===== src/rtl/core/etae_pkg.sv =====
`timescale 1ns / 1ps
// ----------------------------------------------------------------------------
// etae_pkg
// Shared types and constants for the echo TTL address encoder: protocol
// codes, the classified command and the layout of one table entry.
// ----------------------------------------------------------------------------
package etae_pkg;

	localparam int TABLE_ENTRIES_DEF = 32;

	localparam logic [7:0] ICMP_PROTOCOL = 8'd1;
	localparam logic [7:0] TYPE_REPLY    = 8'd0;
	localparam logic [7:0] TYPE_ECHO     = 8'd8;
	localparam logic [7:0] TYPE_ECHO_ALT = 8'd69;
	localparam logic [7:0] TTL_CAP       = 8'd64;

	typedef enum logic [1:0] {
		KIND_PASS    = 2'd0,
		KIND_REPLY   = 2'd1,
		KIND_REQUEST = 2'd2
	} kind_t;

	typedef struct packed {
		kind_t       kind;
		logic [31:0] saddr;
		logic [31:0] daddr;
		logic [7:0]  ttl;
		logic [15:0] csum;
		logic [31:0] now;
	} cmd_t;

	typedef struct packed {
		logic [31:0] addr;
		logic [6:0]  ttl;
		logic [1:0]  pos;
		logic [31:0] stamp;
	} entry_t;

	// Handshake between the command queue and the back end
	typedef struct packed {
		logic valid;
		cmd_t cmd;
	} cmd_chan_t;

endpackage


===== src/rtl/core/etae_ram.sv =====
`timescale 1ns / 1ps
// ----------------------------------------------------------------------------
// etae_ram
// Generic single-write, single-read RAM with registered read data.
// ----------------------------------------------------------------------------
module etae_ram #(
	parameter int WIDTH = 8,
	parameter int DEPTH = 32,
	localparam int AW = (DEPTH > 1) ? $clog2(DEPTH) : 1
) (
	input  logic             clk,
	input  logic             we,
	input  logic [AW-1:0]    waddr,
	input  logic [WIDTH-1:0] wdata,
	input  logic             re,
	input  logic [AW-1:0]    raddr,
	output logic [WIDTH-1:0] rdata
);

	logic [WIDTH-1:0] mem_q [DEPTH];

	always_ff @(posedge clk) begin
		if (we) begin
			mem_q[waddr] <= wdata;
		end
		if (re) begin
			rdata <= mem_q[raddr];
		end
	end

endmodule


===== src/rtl/core/etae_front.sv =====
`timescale 1ns / 1ps
// ----------------------------------------------------------------------------
// etae_front
// Accepts header items, classifies them as echo reply, echo request or
// pass-through, and holds them in a two-entry command queue.
// ----------------------------------------------------------------------------
module etae_front (
	input  logic               clk,
	input  logic               arst_n,
	input  logic               push,
	output logic               full,
	input  logic [7:0]         ip_protocol,
	input  logic [7:0]         icmp_type,
	input  logic [31:0]        source_address,
	input  logic [31:0]        dest_address,
	input  logic [7:0]         ttl_in,
	input  logic [15:0]        checksum_in,
	input  logic [31:0]        now_seconds,
	output etae_pkg::cmd_chan_t cmd_out,
	input  logic               cmd_pop
);

	etae_pkg::cmd_t  slot_q [2];
	logic            wr_ptr_q;
	logic            rd_ptr_q;
	logic [1:0]      count_q;
	etae_pkg::kind_t kind;
	etae_pkg::cmd_t  cmd_new;
	logic            do_push;
	logic            do_pop;

	always_comb begin
		kind = etae_pkg::KIND_PASS;
		if (ip_protocol == etae_pkg::ICMP_PROTOCOL) begin
			if (icmp_type == etae_pkg::TYPE_REPLY) begin
				kind = etae_pkg::KIND_REPLY;
			end else if (icmp_type == etae_pkg::TYPE_ECHO ||
			             icmp_type == etae_pkg::TYPE_ECHO_ALT) begin
				kind = etae_pkg::KIND_REQUEST;
			end
		end
		cmd_new.kind  = kind;
		cmd_new.saddr = source_address;
		cmd_new.daddr = dest_address;
		cmd_new.ttl   = ttl_in;
		cmd_new.csum  = checksum_in;
		cmd_new.now   = now_seconds;
	end

	assign full          = (count_q == 2'd2);
	assign do_push       = push && !full;
	assign do_pop        = cmd_pop && (count_q != 2'd0);
	assign cmd_out.valid = (count_q != 2'd0);
	assign cmd_out.cmd   = slot_q[rd_ptr_q];

	always_ff @(posedge clk) begin
		if (do_push) begin
			slot_q[wr_ptr_q] <= cmd_new;
		end
	end

	always_ff @(posedge clk or negedge arst_n) begin
		if (!arst_n) begin
			wr_ptr_q <= 1'b0;
			rd_ptr_q <= 1'b0;
			count_q  <= 2'd0;
		end else begin
			if (do_push) begin
				wr_ptr_q <= !wr_ptr_q;
			end
			if (do_pop) begin
				rd_ptr_q <= !rd_ptr_q;
			end
			case ({do_push, do_pop})
				2'b10:   count_q <= count_q + 2'd1;
				2'b01:   count_q <= count_q - 2'd1;
				default: count_q <= count_q;
			endcase
		end
	end

endmodule


===== src/rtl/core/etae_back.sv =====
`timescale 1ns / 1ps
// ----------------------------------------------------------------------------
// etae_back
// Carries out classified commands: scans the address table one entry a
// cycle, records echo requests, rewrites the TTL of matching replies with
// an incremental checksum update, and holds the result in an output register.
// ----------------------------------------------------------------------------
module etae_back #(
	parameter int TABLE_ENTRIES = etae_pkg::TABLE_ENTRIES_DEF,
	localparam int IW = (TABLE_ENTRIES > 1) ? $clog2(TABLE_ENTRIES) : 1
) (
	input  logic                clk,
	input  logic                arst_n,
	input  etae_pkg::cmd_chan_t cmd_in,
	output logic                cmd_pop,
	output logic                empty,
	input  logic                pop,
	output logic                ttl_rewritten,
	output logic [7:0]          ttl_out,
	output logic [15:0]         checksum_out
);

	localparam int EW = $bits(etae_pkg::entry_t);
	localparam logic [IW-1:0] LAST = IW'(TABLE_ENTRIES - 1);

	typedef enum logic [2:0] {
		S_IDLE = 3'b001,
		S_SCAN = 3'b010,
		S_DONE = 3'b100
	} state_t;

	state_t               state_q;
	etae_pkg::cmd_t       cur_q;
	logic [TABLE_ENTRIES-1:0] valid_q;
	logic [IW-1:0]        scan_idx_q;
	logic                 issue_on_q;
	logic                 have_data_q;
	logic [IW-1:0]        chk_idx_q;
	logic [31:0]          oldest_q;
	logic [IW-1:0]        pick_idx_q;
	logic [1:0]           pick_pos_q;
	logic                 write_q;
	logic [IW-1:0]        sel_idx_q;
	etae_pkg::entry_t     wr_entry_q;
	logic                 res_rw_q;
	logic [7:0]           res_ttl_q;
	logic                 out_valid_q;
	logic                 out_rw_q;
	logic [7:0]           out_ttl_q;
	logic [15:0]          out_csum_q;

	logic [EW-1:0]        ram_rdata;
	etae_pkg::entry_t     ent;
	logic                 is_reply;
	logic                 hit;
	logic                 last;
	logic                 pick_now;
	logic [7:0]           octet;
	logic [7:0]           ttl_calc;
	logic [6:0]           ttl_clamp;
	logic                 load;
	logic                 ram_we;
	logic [15:0]          old_word;
	logic [15:0]          new_word;
	logic [17:0]          sum;
	logic [16:0]          fold1;
	logic [16:0]          fold2;
	logic [15:0]          csum_new;

	etae_ram #(
		.WIDTH(EW),
		.DEPTH(TABLE_ENTRIES)
	) u_ram (
		.clk  (clk),
		.we   (ram_we),
		.waddr(sel_idx_q),
		.wdata(wr_entry_q),
		.re   (state_q == S_SCAN && issue_on_q),
		.raddr(scan_idx_q),
		.rdata(ram_rdata)
	);

	// An entry never written reads as empty
	assign ent      = valid_q[chk_idx_q] ? etae_pkg::entry_t'(ram_rdata) : '0;
	assign is_reply = (cur_q.kind == etae_pkg::KIND_REPLY);
	assign hit      = have_data_q && (is_reply ? (ent.addr == cur_q.daddr)
	                  : (ent.addr == 32'd0 || ent.addr == cur_q.saddr));
	assign last     = have_data_q && (chk_idx_q == LAST);
	assign pick_now = (chk_idx_q == '0) || (ent.stamp < oldest_q);

	always_comb begin
		case (ent.pos)
			2'd0:    octet = cur_q.daddr[7:0];
			2'd1:    octet = cur_q.daddr[15:8];
			2'd2:    octet = cur_q.daddr[23:16];
			default: octet = cur_q.daddr[31:24];
		endcase
	end

	assign ttl_calc  = octet + etae_pkg::TTL_CAP - {1'b0, ent.ttl};
	assign ttl_clamp = (cur_q.ttl > etae_pkg::TTL_CAP) ? etae_pkg::TTL_CAP[6:0]
	                   : cur_q.ttl[6:0];

	// One's-complement update of the TTL/protocol word
	assign old_word = {cur_q.ttl, etae_pkg::ICMP_PROTOCOL};
	assign new_word = {res_ttl_q, etae_pkg::ICMP_PROTOCOL};
	assign sum      = {2'b00, ~cur_q.csum} + {2'b00, ~old_word} + {2'b00, new_word};
	assign fold1    = {1'b0, sum[15:0]} + {15'd0, sum[17:16]};
	assign fold2    = {1'b0, fold1[15:0]} + {16'd0, fold1[16]};
	assign csum_new = ~fold2[15:0];

	assign load    = (state_q == S_DONE) && (!out_valid_q || pop);
	assign ram_we  = load && write_q;
	assign cmd_pop = (state_q == S_IDLE) && cmd_in.valid;

	assign empty         = !out_valid_q;
	assign ttl_rewritten = out_rw_q;
	assign ttl_out       = out_ttl_q;
	assign checksum_out  = out_csum_q;

	always_ff @(posedge clk) begin
		if (cmd_pop) begin
			cur_q     <= cmd_in.cmd;
			write_q   <= 1'b0;
			res_rw_q  <= 1'b0;
			res_ttl_q <= cmd_in.cmd.ttl;
		end
		if (state_q == S_SCAN) begin
			chk_idx_q <= scan_idx_q;
			if (have_data_q && !hit && !is_reply && pick_now) begin
				oldest_q   <= ent.stamp;
				pick_idx_q <= chk_idx_q;
				pick_pos_q <= ent.pos;
			end
			if (hit || last) begin
				if (is_reply) begin
					write_q          <= hit;
					res_rw_q         <= hit;
					res_ttl_q        <= hit ? ttl_calc : cur_q.ttl;
					sel_idx_q        <= chk_idx_q;
					wr_entry_q.addr  <= ent.addr;
					wr_entry_q.ttl   <= ent.ttl;
					wr_entry_q.pos   <= ent.pos + 2'd1;
					wr_entry_q.stamp <= ent.stamp;
				end else begin
					write_q          <= 1'b1;
					res_rw_q         <= 1'b0;
					res_ttl_q        <= cur_q.ttl;
					wr_entry_q.addr  <= cur_q.saddr;
					wr_entry_q.ttl   <= ttl_clamp;
					wr_entry_q.stamp <= cur_q.now;
					if (hit || pick_now) begin
						sel_idx_q      <= chk_idx_q;
						wr_entry_q.pos <= ent.pos;
					end else begin
						sel_idx_q      <= pick_idx_q;
						wr_entry_q.pos <= pick_pos_q;
					end
				end
			end
		end
		if (load) begin
			out_rw_q   <= res_rw_q;
			out_ttl_q  <= res_ttl_q;
			out_csum_q <= res_rw_q ? csum_new : cur_q.csum;
		end
	end

	always_ff @(posedge clk or negedge arst_n) begin
		if (!arst_n) begin
			state_q     <= S_IDLE;
			valid_q     <= '0;
			scan_idx_q  <= '0;
			issue_on_q  <= 1'b0;
			have_data_q <= 1'b0;
			out_valid_q <= 1'b0;
		end else begin
			if (load) begin
				out_valid_q <= 1'b1;
			end else if (pop) begin
				out_valid_q <= 1'b0;
			end
			if (ram_we) begin
				valid_q[sel_idx_q] <= 1'b1;
			end
			unique case (state_q)
				S_IDLE: begin
					if (cmd_pop) begin
						scan_idx_q  <= '0;
						issue_on_q  <= 1'b1;
						have_data_q <= 1'b0;
						state_q     <= (cmd_in.cmd.kind == etae_pkg::KIND_PASS)
						               ? S_DONE : S_SCAN;
					end
				end
				S_SCAN: begin
					// drop any read still in flight once the entry is settled
					if (hit || last) begin
						issue_on_q  <= 1'b0;
						have_data_q <= 1'b0;
						state_q     <= S_DONE;
					end else begin
						have_data_q <= issue_on_q;
						if (issue_on_q) begin
							if (scan_idx_q == LAST) begin
								issue_on_q <= 1'b0;
							end else begin
								scan_idx_q <= scan_idx_q + 1'b1;
							end
						end
					end
				end
				S_DONE: begin
					if (load) begin
						state_q <= S_IDLE;
					end
				end
				default: state_q <= S_IDLE;
			endcase
		end
	end

endmodule


===== src/rtl/core/echo_ttl_address_encoder.sv =====
`timescale 1ns / 1ps
// ----------------------------------------------------------------------------
// echo_ttl_address_encoder
// Records the source of ICMP echo requests and rewrites the TTL of echo
// replies to recorded addresses, updating the header checksum.
// ----------------------------------------------------------------------------
//  channel  handshake          fields
//  input    push / full        ip_protocol icmp_type source_address
//                              dest_address ttl_in checksum_in now_seconds
//  result   pop / empty        ttl_rewritten ttl_out checksum_out
//
// A pass-through item skips the table scan in the back end. An echo request
// or reply scans the table one entry a cycle through the single read port of
// the table RAM, stopping at the first matching entry. Reset clears the
// per-entry valid bits at once; no clearing pass is needed. A two-entry
// command queue keeps input accepts going while the back end scans, and the
// output register frees the back end while a result waits to be popped.
// ----------------------------------------------------------------------------
module echo_ttl_address_encoder #(
	parameter int TABLE_ENTRIES = etae_pkg::TABLE_ENTRIES_DEF
) (
	input  logic        clk,
	input  logic        arst_n,
	input  logic        push,
	output logic        full,
	input  logic [7:0]  ip_protocol,
	input  logic [7:0]  icmp_type,
	input  logic [31:0] source_address,
	input  logic [31:0] dest_address,
	input  logic [7:0]  ttl_in,
	input  logic [15:0] checksum_in,
	input  logic [31:0] now_seconds,
	output logic        empty,
	input  logic        pop,
	output logic        ttl_rewritten,
	output logic [7:0]  ttl_out,
	output logic [15:0] checksum_out
);

	etae_pkg::cmd_chan_t cmd_chan;
	logic                cmd_pop;

	etae_front u_front (
		.clk           (clk),
		.arst_n        (arst_n),
		.push          (push),
		.full          (full),
		.ip_protocol   (ip_protocol),
		.icmp_type     (icmp_type),
		.source_address(source_address),
		.dest_address  (dest_address),
		.ttl_in        (ttl_in),
		.checksum_in   (checksum_in),
		.now_seconds   (now_seconds),
		.cmd_out       (cmd_chan),
		.cmd_pop       (cmd_pop)
	);

	etae_back #(
		.TABLE_ENTRIES(TABLE_ENTRIES)
	) u_back (
		.clk          (clk),
		.arst_n       (arst_n),
		.cmd_in       (cmd_chan),
		.cmd_pop      (cmd_pop),
		.empty        (empty),
		.pop          (pop),
		.ttl_rewritten(ttl_rewritten),
		.ttl_out      (ttl_out),
		.checksum_out (checksum_out)
	);

endmodule


===== config.mk =====
export PLATFORM = sky130hd
export DESIGN_NAME = echo_ttl_address_encoder
export DESIGN_NICKNAME = d
export VERILOG_FILES = /design/src/rtl/core/etae_pkg.sv /design/src/rtl/core/etae_ram.sv /design/src/rtl/core/etae_front.sv /design/src/rtl/core/etae_back.sv /design/src/rtl/core/echo_ttl_address_encoder.sv
export SDC_FILE = /design/constraint.sdc
export NUM_CORES = 2
export LEC_CHECK = 0
export BUFFER_PORTS_ARGS = -buffer_cell sky130_fd_sc_hd__buf_2
export CELL_PAD_IN_SITES_DETAIL_PLACEMENT = 0
export CELL_PAD_IN_SITES_GLOBAL_PLACEMENT = 1
export CORE_MARGIN = 8
export CORE_UTILIZATION = 40
export CTS_CLUSTER_SIZE = 12
export DETAILED_ROUTE_END_ITERATION = 8
export PLACE_DENSITY_LB_ADDON = 0.1
export SKIP_CTS_REPAIR_TIMING = 1
export SLEW_MARGIN = 0
export SYNTH_ARGS = -nofsm -noshare
export SYNTH_HDL_FRONTEND = slang
export SYNTH_SLANG_ARGS = --single-unit

===== constraint.sdc =====
create_clock -name clk -period 8.9 [get_ports clk]
set_input_delay 2.67 -clock clk [delete_from_list [all_inputs] [get_ports clk]]
set_output_delay 2.67 -clock clk [all_outputs]
set_load 0.02 [all_outputs]

==> summary.txt <==
Run status
  • Status: finished clean

Placement
  • Dpl ws: 1.76 ns
  • Post-place instance area: 122000 um2
  • GP Congestion: 0.785
  • HPWL Detailed: 172000 um
  • Port Buffer Count: 166
  • Cell count after placement: 9055

Global route
  • Global routing's busiest layer: met2
  • Met3 Usage GRT: 3.35%
  • Total track usage: 20.7%
  • Initial antenna violation count: 21
  • Vias in the first global route: 57100
  • First-pass GRT wire length: 455000 um
  • Grt total ovfl: 0
  • Met1 Use GR: 31.4%
  • Pin count of the biggest net entering global routing: 136
  • Met2 global-route usage: 32.1%

Floorplanning
  • # rows: 197
  • Die area: 307000 um2
  • Initial Util: 40.2%
  • Total core area: 288000 um2
  • Die Y: 554 um
  • I/O pins: 167
  • Die width: 554 um

Synthesis
  • Mean post-synth cell area: 22.2 um2
  • Post-synthesis sequential area ratio: 76.9%
  • Post-synth top area share: 75.7%
  • Net Count, Synth: 5444
  • EDFF count, synth: 2922
  • Area contributors post-synth: edfxtp_1, mux4_2, mux2_2
  • Syn Inst Count: 5229
  • Netlist area before placement: 116000 um2
  • Netlist cell types: 82
  • Top_reg_cell synth: edfxtp_1
  • Synth async-reset ratio: 1.58%
  • Number of synthesis warnings: 0
  • Largest area contributor in the netlist: edfxtp_1
  • Flops & latches, synth: 2979

Layout
  • Finished Core Util: 45.8%
  • Layout cells sized above 1: 30.2%
  • Fillcell total: 24100
  • Final std cells w/o fill: 9620
  • Final nets: 5813
  • Cell area after layout: 132000 um2
  • Area Overhead vs Synth: 13.7%

Critical path
  • Kind of critical path: reg -> reg
  • CP Buf/Inv Count: 0
  • CP arrival: 7.72 ns
  • CP Launch Type: flip-flop
  • CP endpoint kind: flip-flop
  • Crit-path max FO: 7
  • CP max stage delay: 0.57 ns
  • Worst path required time: 9.56 ns
  • CP delay by family, top: compound AO/OA/AOI/OAI gates
  • Crit-path slowest cell: nor4_1

Clock tree
  • Htree depth: 5
  • Clock insertion delay at the later pin of the skew report: 0.91 ns
  • Reg clk slew, reported paths: 0.06 ns
  • Root Buffer: clkbuf_16
  • Clock buffer depth: 4
  • Sink Count: 2979
  • CTS tree: built
  • Cts bufs inserted: 322

STA
  • Fmax: 0.142 GHz
  • # setup viols final: 0
  • RSZ-0062 raised after global routing: no
  • Final Hold Vio Count: 0
  • Tcrit/Tclk final: 79.3%
  • Clock Skew: 0.0474 ns
  • Max transition margin: 12.1%
  • Fin worst setup slack: 1.84 ns
  • Final min period: 7.06 ns
  • WHS: 0.464 ns
  • Worst Max-Slew Pin Slew: 1.30 ns
  • Setup_tns: 0 ns
  • Final Max Slew Viols: 0

Power
  • Sequential power share: 47.0%
  • P_leak: 41.4 nW
  • Power, Total: 36.8 mW
  • Sw frac: 28.0%
  • PwrDens: 279 nW/um2
  • Int Power: 26.5 mW
  • Logic pwr share: 18.9%
  • Clock power share: 34.1%
  • Max IR drop VDD: 0.222 mV
  • Sw Pwr: 10.3 mW

Drt
  • Final WL: 324000 um
  • Vias per inst: 5.75
  • DRT Pass-1 Iters: 6
  • Vias: 55300
  • Antenna viol nets, final: 0
  • Iter 0 DRT Violations: 5720
  • DRC: 0
  • WL per Instance: 33.7 um

Hold path
  • Worst hold path type: reg -> reg

Flow run
  • Max Cap Viol: 0
==> path summary, 6_finish.rpt <==
| path | startpoint | endpoint | slack (ns) | cells after the start |
|---|---|---|---|---|
| hold reg to reg | u_back.valid_q[10] | u_back.valid_q[10] | 0.46 | 1 |
| max in group asynchronous | arst_n | u_back.scan_idx_q[0] | 6.47 | 2 |
| setup reg to reg | u_back.cur_q[33] | u_back.checksum_out[15] | 1.84 | 28 |
| min in group asynchronous | arst_n | u_back.out_valid_q | 1.87 | 2 |
| setup / recovery | u_back.cur_q[33] | u_back.checksum_out[15] | 1.84 | 28 |
| hold / removal | u_back.valid_q[10] | u_back.valid_q[10] | 0.46 | 1 |
==> area by class of cell <==
type / instances / area [um2] / area share, %
clock buffer: 414 / 8650 / 6.56
timing repair buffer: 282 / 2040 / 1.55
multi-input combinational: 1910 / 25800 / 19.6
clock inverter: 145 / 1040 / 0.789
antenna: 6 / 15.0 / 0.0114
tap: 3781 / 4730 / 3.59
inverter: 103 / 404 / 0.307
sequential: 2979 / 89100 / 67.6
==> flip-flops by register name, summed over array words and instances (netlist names), 5 cells and up <==
name and count:
u_back.ttl_out 8, u_front.slot_q 244, u_back.cur_q 122, u_back.chk_idx_q 5
u_back.u_ram.mem_q 2336, u_back.wr_entry_q 73, u_back.sel_idx_q 5, u_back.valid_q 32
u_back.scan_idx_q 5, u_back.pick_idx_q 5, u_back.u_ram.rdata 73, u_back.checksum_out 16
u_back.oldest_q 32, u_back.res_ttl_q 8
==> synthesized netlist by cell type (5+ instances only) <==
library cell     n
nand3_1         31
inv_1          102
nor2_1          99
clkbuf_1       177
edfxtp_1      2922
o21a_1           7
dfrtp_1         46
a222oi_1         9
a31oi_1         10
nand2_1        110
or3_1            6
mux2_4           5
o211ai_1        10
o21ai_0         62
or2_2           40
a22o_1           9
a21o_1          24
ha_1            73
nor4_1          32
or4_1            5
nand2b_1        43
buf_2            6
xor2_1          24
nand3b_1         5
nor3_1          23
nor3b_1          5
a21oi_1         48
buf_1           51
nand4_1         22
mux4_2         737
o2111ai_1       10
o21bai_1         5
a2111oi_0       10
nor2b_1         23
mux2i_1         19
dfxtp_1         10
o22ai_1         12
and3_1          41
a221oi_1         5
xnor2_1         45
a211oi_1         6
mux2_2         234
==> cell families after synthesis <==
kind of cell / after synthesis / share of synthesized area (%)
XOR/XNOR: 69 / 0.521
AND/OR/NAND/NOR: 505 / 2.27
flip-flops: 2979 / 76.9
adder cells (fa/ha/maj): 75 / 0.822
buffers and inverters: 340 / 1.13
multiplexers: 995 / 16.8
AO/OA/AOI/OAI: 266 / 1.59
==> power by group through the flow <==
stage | sequential (mW) | clock [mW] | combinational, mW
2_1_floorplan | 17.1 | 0 | 5.02
3_3_place_gp | 17.6 | 0 | 7.08
3_5_place_dp | 17.6 | 0 | 7.00
4_1_cts | 17.3 | 12.9 | 7.07
5_1_grt | 17.4 | 13.4 | 7.58
6_report | 17.3 | 12.5 | 6.96
==> metal layers <==
metal  part of all wire [%]  vias to the layer above
li1                       -                    22700
met1                     47                    30600
met2                     46                     1660
met3                    5.6                      361
met4                    1.6                        2
met5                 0.0040                        -
==> cell usage in the layout, fill, tap and decap left out, types with 42 or more instances in the layout <==
master	instances
clkinv_1	81
nand2b_1	42
ha_1	73
o21ai_0	60
a21oi_1	48
mux2_2	234
nand2_1	110
buf_4	89
mux4_2	737
nor2_1	66
buf_2	166
clkbuf_1	79
edfxtp_1	2922
clkbuf_16	332
xnor2_1	45
inv_1	99
Power figures use the tool's default switching activity.
